### src/sv/bhc_pkg.sv
// ----------------------------------------------------------------------------
// bhc_pkg
// Shared types and constants for the breakpoint hit counter unit.
// ----------------------------------------------------------------------------
package bhc_pkg;

    localparam int DEFAULT_COUNTER_SLOTS = 8;
    localparam int MAX_COUNTER_SLOTS     = 64;
    localparam int FILL_W                = 7;

    localparam logic [2:0] OP_OBSERVE   = 3'd0;
    localparam logic [2:0] OP_ADD       = 3'd1;
    localparam logic [2:0] OP_READ_CNT  = 3'd2;
    localparam logic [2:0] OP_ARM       = 3'd3;
    localparam logic [2:0] OP_READ_EVT  = 3'd4;
    localparam logic [2:0] OP_RESUME    = 3'd5;

    // command broadcast to every counter cell
    typedef struct packed {
        logic              count_en;
        logic              add_en;
        logic              read_en;
        logic [15:0]       seg;
        logic [15:0]       offset;
        logic [7:0]        read_idx;
        logic [FILL_W-1:0] fill;
    } bhc_cmd_t;

endpackage

### src/sv/bhc_cell.sv
// ----------------------------------------------------------------------------
// bhc_cell
// One address counter slot; passes the read data chain on to its neighbor.
// ----------------------------------------------------------------------------
module bhc_cell #(
    parameter int CELL_IDX = 0
) (
    input  logic              clk,
    input  bhc_pkg::bhc_cmd_t cmd,
    input  logic [31:0]       chain_in,
    output logic [31:0]       chain_out
);
    import bhc_pkg::*;

    logic [15:0] seg_reg;
    logic [15:0] offset_reg;
    logic [31:0] count_reg;
    logic        in_use;
    logic        hit;
    logic        selected;

    assign in_use   = FILL_W'(CELL_IDX) < cmd.fill;
    assign hit      = in_use && (seg_reg == cmd.seg) && (offset_reg == cmd.offset);
    assign selected = cmd.read_en && in_use && (cmd.read_idx == 8'(CELL_IDX));

    assign chain_out = chain_in | (selected ? count_reg : 32'd0);

    always_ff @(posedge clk)
    begin
        if (cmd.add_en && (cmd.fill == FILL_W'(CELL_IDX)))
        begin
            seg_reg    <= cmd.seg;
            offset_reg <= cmd.offset;
            count_reg  <= 32'd0;
        end
        else if (cmd.count_en && hit)
        begin
            count_reg <= count_reg + 32'd1;
        end
    end

endmodule

### src/sv/breakpoint_hit_counter_unit.sv
// ----------------------------------------------------------------------------
// breakpoint_hit_counter_unit
// Fetch address watcher with a row of hit counters and one counted breakpoint.
// ----------------------------------------------------------------------------
// usage:
//  s_* carries one command beat: s_tuser is the opcode (observe, add counter,
//  read counter, arm, read event, resume), s_tdata the operands.
//  m_* returns exactly one result beat per command.
//  each command is handled combinationally and its result sits in the output
//  register on the next cycle; a new command can be taken every cycle while
//  the receiver keeps up. the counter row compares every slot against the
//  fetch address side by side; the read data ripples through the row.
//  when the receiver stalls the result holds, and s_tready stays low until
//  the result beat is taken.
//  reset clears the fill count, breakpoint, event and skip state; slot
//  contents are only read below the fill count so they need no clearing.
// ----------------------------------------------------------------------------
module breakpoint_hit_counter_unit #(
    parameter int COUNTER_SLOTS = bhc_pkg::DEFAULT_COUNTER_SLOTS
) (
    input  logic         clk,
    input  logic         rst_n,
    input  logic         s_tvalid,
    output logic         s_tready,
    // seg[15:0], offset[31:16], ordinal[63:32], counter_index[71:64],
    // capture[72], cycle_stamp[104:73], zero fill to 111
    input  logic [111:0] s_tdata,
    // opcode[2:0]
    input  logic [2:0]   s_tuser,
    output logic         m_tvalid,
    input  logic         m_tready,
    // ok[0], halt[1], counter_value[33:2], slot_index[39:34],
    // pending_flag[40], armed_flag[41], event_serial[73:42],
    // event_ordinal[105:74], event_seg[121:106], event_offset[137:122],
    // event_cycle[169:138], zero fill to 175
    output logic [175:0] m_tdata
);
    import bhc_pkg::*;

    localparam int CNT_W = $clog2(COUNTER_SLOTS + 1);

    // input fields
    logic [2:0]  opcode;
    logic [15:0] seg;
    logic [15:0] offset;
    logic [31:0] ordinal;
    logic [7:0]  counter_index;
    logic        capture;
    logic [31:0] cycle_stamp;

    assign opcode        = s_tuser;
    assign seg           = s_tdata[15:0];
    assign offset        = s_tdata[31:16];
    assign ordinal       = s_tdata[63:32];
    assign counter_index = s_tdata[71:64];
    assign capture       = s_tdata[72];
    assign cycle_stamp   = s_tdata[104:73];

    logic m_tvalid_reg;
    logic s_fire;
    assign s_tready = !m_tvalid_reg || m_tready;
    assign s_fire   = s_tvalid && s_tready;

    // control state
    logic [CNT_W-1:0] fill_reg, fill_next;
    logic             armed_reg, armed_next;
    logic             pending_reg, pending_next;
    logic             skip_once_reg, skip_once_next;
    logic [15:0]      skip_seg_reg, skip_seg_next;
    logic [15:0]      skip_offset_reg, skip_offset_next;
    logic [15:0]      target_seg_reg, target_seg_next;
    logic [15:0]      target_offset_reg, target_offset_next;
    logic [31:0]      target_ordinal_reg, target_ordinal_next;
    logic [31:0]      hit_tally_reg, hit_tally_next;
    logic [31:0]      seq_count_reg, seq_count_next;
    logic [15:0]      rec_seg_reg, rec_seg_next;
    logic [15:0]      rec_offset_reg, rec_offset_next;
    logic [31:0]      rec_ordinal_reg, rec_ordinal_next;
    logic [31:0]      rec_cycle_reg, rec_cycle_next;
    logic [31:0]      rec_seq_reg, rec_seq_next;

    logic [175:0]     m_tdata_reg, m_tdata_next;

    bhc_cmd_t         cmd;
    logic [31:0]      chain [COUNTER_SLOTS+1];

    logic             ok;
    logic             halt;
    logic [5:0]       slot_index;
    logic [31:0]      ev_seq, ev_ord, ev_cycle;
    logic [15:0]      ev_seg, ev_offset;
    logic [31:0]      tally_inc;
    logic             count_en;

    assign tally_inc = hit_tally_reg + 32'd1;

    always_comb
    begin
        fill_next           = fill_reg;
        armed_next          = armed_reg;
        pending_next        = pending_reg;
        skip_once_next      = skip_once_reg;
        skip_seg_next       = skip_seg_reg;
        skip_offset_next    = skip_offset_reg;
        target_seg_next     = target_seg_reg;
        target_offset_next  = target_offset_reg;
        target_ordinal_next = target_ordinal_reg;
        hit_tally_next      = hit_tally_reg;
        seq_count_next      = seq_count_reg;
        rec_seg_next        = rec_seg_reg;
        rec_offset_next     = rec_offset_reg;
        rec_ordinal_next    = rec_ordinal_reg;
        rec_cycle_next      = rec_cycle_reg;
        rec_seq_next        = rec_seq_reg;
        ok         = 1'b0;
        halt       = 1'b0;
        slot_index = 6'd0;
        ev_seq     = 32'd0;
        ev_ord     = 32'd0;
        ev_cycle   = 32'd0;
        ev_seg     = 16'd0;
        ev_offset  = 16'd0;
        count_en   = 1'b0;

        if (s_fire)
        begin
            case (opcode)
                OP_OBSERVE:
                begin
                    if (pending_reg)
                    begin
                        halt = 1'b1;
                    end
                    else if (skip_once_reg && skip_seg_reg == seg
                             && skip_offset_reg == offset)
                    begin
                        skip_once_next = 1'b0;
                    end
                    else
                    begin
                        skip_once_next = 1'b0;
                        count_en       = 1'b1;
                        if (armed_reg && target_seg_reg == seg
                            && target_offset_reg == offset)
                        begin
                            hit_tally_next = tally_inc;
                            if (tally_inc == target_ordinal_reg)
                            begin
                                halt         = 1'b1;
                                pending_next = 1'b1;
                                if (capture)
                                begin
                                    seq_count_next   = seq_count_reg + 32'd1;
                                    rec_seq_next     = seq_count_reg + 32'd1;
                                    rec_ordinal_next = tally_inc;
                                    rec_seg_next     = seg;
                                    rec_offset_next  = offset;
                                    rec_cycle_next   = cycle_stamp;
                                end
                            end
                        end
                    end
                end
                OP_ADD:
                begin
                    if (fill_reg < CNT_W'(COUNTER_SLOTS))
                    begin
                        ok         = 1'b1;
                        slot_index = 6'(fill_reg);
                        fill_next  = fill_reg + CNT_W'(1);
                    end
                end
                OP_ARM:
                begin
                    if (ordinal != 32'd0 && !armed_reg && !pending_reg)
                    begin
                        ok                  = 1'b1;
                        armed_next          = 1'b1;
                        target_seg_next     = seg;
                        target_offset_next  = offset;
                        target_ordinal_next = ordinal;
                        hit_tally_next      = 32'd0;
                    end
                end
                OP_READ_EVT:
                begin
                    if (pending_reg)
                    begin
                        ok        = 1'b1;
                        ev_seq    = rec_seq_reg;
                        ev_ord    = rec_ordinal_reg;
                        ev_seg    = rec_seg_reg;
                        ev_offset = rec_offset_reg;
                        ev_cycle  = rec_cycle_reg;
                    end
                end
                OP_RESUME:
                begin
                    if (pending_reg)
                    begin
                        pending_next     = 1'b0;
                        armed_next       = 1'b0;
                        hit_tally_next   = 32'd0;
                        skip_once_next   = 1'b1;
                        skip_seg_next    = rec_seg_reg;
                        skip_offset_next = rec_offset_reg;
                    end
                end
                default:
                begin
                end
            endcase
        end
    end

    // broadcast to the counter row
    always_comb
    begin
        cmd.count_en = count_en;
        cmd.add_en   = s_fire && (opcode == OP_ADD) && ok;
        cmd.read_en  = s_fire && (opcode == OP_READ_CNT);
        cmd.seg      = seg;
        cmd.offset   = offset;
        cmd.read_idx = counter_index;
        cmd.fill     = FILL_W'(fill_reg);
    end

    assign chain[0] = 32'd0;

    for (genvar k = 0; k < COUNTER_SLOTS; k++)
    begin : g_cell
        bhc_cell #(
            .CELL_IDX (k)
        ) u_cell (
            .clk       (clk),
            .cmd       (cmd),
            .chain_in  (chain[k]),
            .chain_out (chain[k+1])
        );
    end

    always_comb
    begin
        m_tdata_next = {6'd0, ev_cycle, ev_offset, ev_seg, ev_ord, ev_seq,
                        armed_next, pending_next, slot_index,
                        chain[COUNTER_SLOTS], halt, ok};
    end

    always_ff @(posedge clk or negedge rst_n)
    begin
        if (!rst_n)
        begin
            fill_reg           <= '0;
            armed_reg          <= 1'b0;
            pending_reg        <= 1'b0;
            skip_once_reg      <= 1'b0;
            skip_seg_reg       <= 16'd0;
            skip_offset_reg    <= 16'd0;
            target_seg_reg     <= 16'd0;
            target_offset_reg  <= 16'd0;
            target_ordinal_reg <= 32'd0;
            hit_tally_reg      <= 32'd0;
            seq_count_reg      <= 32'd0;
            rec_seg_reg        <= 16'd0;
            rec_offset_reg     <= 16'd0;
            rec_ordinal_reg    <= 32'd0;
            rec_cycle_reg      <= 32'd0;
            rec_seq_reg        <= 32'd0;
            m_tvalid_reg       <= 1'b0;
        end
        else
        begin
            fill_reg           <= fill_next;
            armed_reg          <= armed_next;
            pending_reg        <= pending_next;
            skip_once_reg      <= skip_once_next;
            skip_seg_reg       <= skip_seg_next;
            skip_offset_reg    <= skip_offset_next;
            target_seg_reg     <= target_seg_next;
            target_offset_reg  <= target_offset_next;
            target_ordinal_reg <= target_ordinal_next;
            hit_tally_reg      <= hit_tally_next;
            seq_count_reg      <= seq_count_next;
            rec_seg_reg        <= rec_seg_next;
            rec_offset_reg     <= rec_offset_next;
            rec_ordinal_reg    <= rec_ordinal_next;
            rec_cycle_reg      <= rec_cycle_next;
            rec_seq_reg        <= rec_seq_next;
            if (s_fire)
            begin
                m_tvalid_reg <= 1'b1;
            end
            else if (m_tready)
            begin
                m_tvalid_reg <= 1'b0;
            end
        end
    end

    always_ff @(posedge clk)
    begin
        if (s_fire)
        begin
            m_tdata_reg <= m_tdata_next;
        end
    end

    assign m_tvalid = m_tvalid_reg;
    assign m_tdata  = m_tdata_reg;

endmodule
### config.mk
export PLATFORM = sky130hd
export DESIGN_NAME = breakpoint_hit_counter_unit
export DESIGN_NICKNAME = d
export VERILOG_FILES = /design/src/sv/bhc_pkg.sv /design/src/sv/bhc_cell.sv /design/src/sv/breakpoint_hit_counter_unit.sv
export SDC_FILE = /design/constraint.sdc
export NUM_CORES = 2
export LEC_CHECK = 0
export ABC_CLOCK_PERIOD_IN_PS = 12000
export CORE_MARGIN = 3
export CORE_UTILIZATION = 40
export DETAILED_ROUTE_END_ITERATION = 6
export DONT_BUFFER_PORTS = 1
export PLACE_DENSITY = 0.61
export SLEW_MARGIN = 40
export SYNTH_ARGS = -nofsm -noshare
export SYNTH_HDL_FRONTEND = slang
export SYNTH_SLANG_ARGS = --single-unit
### constraint.sdc
create_clock -name clk -period 12 [get_ports clk]
set_input_delay 3.6 -clock clk [delete_from_list [all_inputs] [get_ports clk]]
set_output_delay 3.6 -clock clk [all_outputs]
set_load 0.005 [all_outputs]
==> flow_summary.toml <==
[run_status]
outcome = "finished, violations left"
failed_checks = "DRC"

[clocking]
cts_tree = "yes"
cts.path.max_buffers = 3
htreeDepth = 3
numCtsBuffers = 103
hold_buffers = 0
post_cts_resized = 0
cts_sinks = 944
clk-insertion-delay-late_ns = 0.69
clk_pin_slew_ns = 0.06
cts-root-buf = "clkbuf_16"
cts_setup_buffers = 0

[routing]
vias = 30000
remaining_drc_errors = 1
vias_per_cell = 5.66
drt_iter0_drc = 2371
drt-total-wl_mm = 119
drt_first_pass_iters = 7
ant_nets = 0
wl_per_cell_um = 22.5

[setup_path]
required_ns = 8.40
crit_start = "m_tready"
endpoint_kind = "output pin"
crit-reg2reg-launch = "hit_tally_reg[2]"
start_kind = "input pin"
path_class = "in2out"
path_delay_family = "simple AND/OR/NAND/NOR gates"
worstPathCellList = "nand2b_1"
worstPathMaxFanout = 4
path_buf_inv = 0
critical_path.max_stage_delay_ns = 0.19
arrival_ns = 3.79
slowest_stage = "nand2b_1"
r2r_slack_ns = 6.53

[logic_synthesis]
avgSynthCellArea_um2 = 11.3
synth_area_um2 = 43700
synthCells = 3864
ys_seq_area_frac = 0.560
yosysUniqueCellTypes = 76
synth_seq_cells = 944
yosysWarnings = 0
async_flop_share = 0.280
synthFlopType = "edfxtp_1"
synth-edff-count = 424

[power]
p_leak_nw = 17.9
power_density_nw_per_um2 = 143
p_total_w = 0.00694
peakVddDrop_mv = 0.142

[cells_and_area]
fillers = 9954
area_delta_synth_final_pct = 10.8
final_nets = 3927
finish.utilization = 0.449
final_cells = 5290
largest_reg_flops = 256
drive_gt1_frac = 0.116

[timing]
setup_viol = 0
max_freq_mhz = 135
finalCritPeriodShare = 0.616
slew-limit-headroom = 0.357
slew_viol_final = 0
hold_viol = 0
tightest_slew_ns = 0.964
fin_skew_ns = 0.0330
fin_crit_ns = 7.39
rsz0062_at_grt = "no"
tns_ns = 0

[run]
maxCapViolCount = 0

[floorplan]
dieWidth_um = 337
num_io_pins = 297
die_area_um2 = 113000
start_util = 0.405
coreArea_um2 = 108000
rows = 120
die_y_um = 337

[global_routing]
antenna_found_initial = 5
grt.overflow.total = 0
grt_max_degree = 265
grt_use_total = 0.206
grt_pass1_vias = 28400
grt_pass1_wl_mm = 180

[worst_hold_path]
min_from = "rec_seq_reg[31]"
hp-class = "reg2reg"

[placed_design]
place_congestion = 0.896
dpl.hpwl_mm = 79.6
portBuffers = 0
placedCellCount = 5090
## path summary, 6_finish.rpt
kind / depth (start not counted) / endpoint
min in group asynchronous: 0 / rec_offset_reg[11]
hold reg to reg: 1 / rec_seq_reg[31]
setup reg to reg: 10 / rec_seg_reg[1]
max in group asynchronous: 0 / rec_cycle_reg[0]
setup / recovery: 1 / s_tready
hold / removal: 1 / rec_seq_reg[31]
## Yosys cell counts, types with 121 or more instances
| cell | n | area [µm²] |
|---|---|---|
| o21ai_0 | 124 | 621 |
| nor2_1 | 220 | 826 |
| clkbuf_1 | 142 | 533 |
| nand2_1 | 190 | 713 |
| dfxtp_1 | 256 | 5120 |
| nor4_1 | 121 | 757 |
| edfxtp_1 | 424 | 12700 |
| nand4_1 | 166 | 1040 |
| nand3_1 | 147 | 736 |
| xor2_1 | 192 | 1680 |
| and2_1 | 158 | 988 |
| mux2_2 | 175 | 1970 |
| xnor2_1 | 350 | 3070 |
| dfrtp_1 | 264 | 6610 |
## routing by layer
metal  vias up  part of all wire  GRT usage  wire [µm]
met1     14800              0.45      0.287      53400
met2      1029              0.45      0.321      53400
met3       191             0.067     0.0416       7920
li1      13900                 -          -          -
met4         0             0.035     0.0716       4190
met5         -                 0          0          0
## cell families (layout without fill, tap and decap cells)
group,after synthesis,after routing,share of synthesized area
adders and majority gates,13,13,0.00372
xor gates and xnor gates,546,546,0.111
and+or+nand+nor,1383,1383,0.173
AOI/OAI and AO/OA,445,445,0.0667
DFF,944,944,0.560
other,1,12,0.0000858
muxes,215,215,0.0562
buffers and inverters,317,329,0.0296
## placed cells by master (no fill, tap or decap), drive strengths merged, types with 30 or more instances in the layout
| cell type | count |
|---|---|
| nand2b | 30 |
| buf | 45 |
| clkinv | 43 |
| inv | 98 |
| a22o | 32 |
| edfxtp | 424 |
| or3 | 85 |
| xor2 | 192 |
| nand4 | 168 |
| nand3 | 148 |
| a21oi | 95 |
| and4 | 31 |
| clkbuf | 130 |
| a221oi | 33 |
| dfxtp | 256 |
| dfrtp | 264 |
| o21ai | 124 |
| mux2 | 192 |
| and3 | 49 |
| xnor2 | 350 |
| nor2 | 223 |
| a22oi | 64 |
| nand2 | 191 |
| and2 | 159 |
| nor4 | 123 |
| nor3 | 104 |
## report_power, final
part	internal, W	switching (W)
logic	0.000117	0.000185
registers	0.00345	0.0000863
clock network	0.00177	0.00134
total	0.00533	0.00161
## metrics by stage
stage          setup slack [ns]  hold slack [ns]  instance area [µm²]
5_1_grt                    4.59            0.498                48400
3_3_place_gp               4.03            0.452                44900
6_report                   4.61            0.456                48400
2_1_floorplan              1.96            0.434                43700
3_5_place_dp               4.27            0.450                45100
4_1_cts                    4.61            0.461                48400
## area by class of cell
cell class / count / area (µm²) / share of cell area
clock inverters: 64 / 522 / 0.0108
multi-input cells: 2611 / 18100 / 0.374
inverters: 90 / 350 / 0.00724
clock buffers: 130 / 2790 / 0.0577
diodes: 3 / 7.51 / 0.000155
repair buffers: 45 / 422 / 0.00871
well taps: 1403 / 1760 / 0.0363
flip-flops and latches: 944 / 24500 / 0.505
No activity file was read; power rests on OpenSTA's default activity.
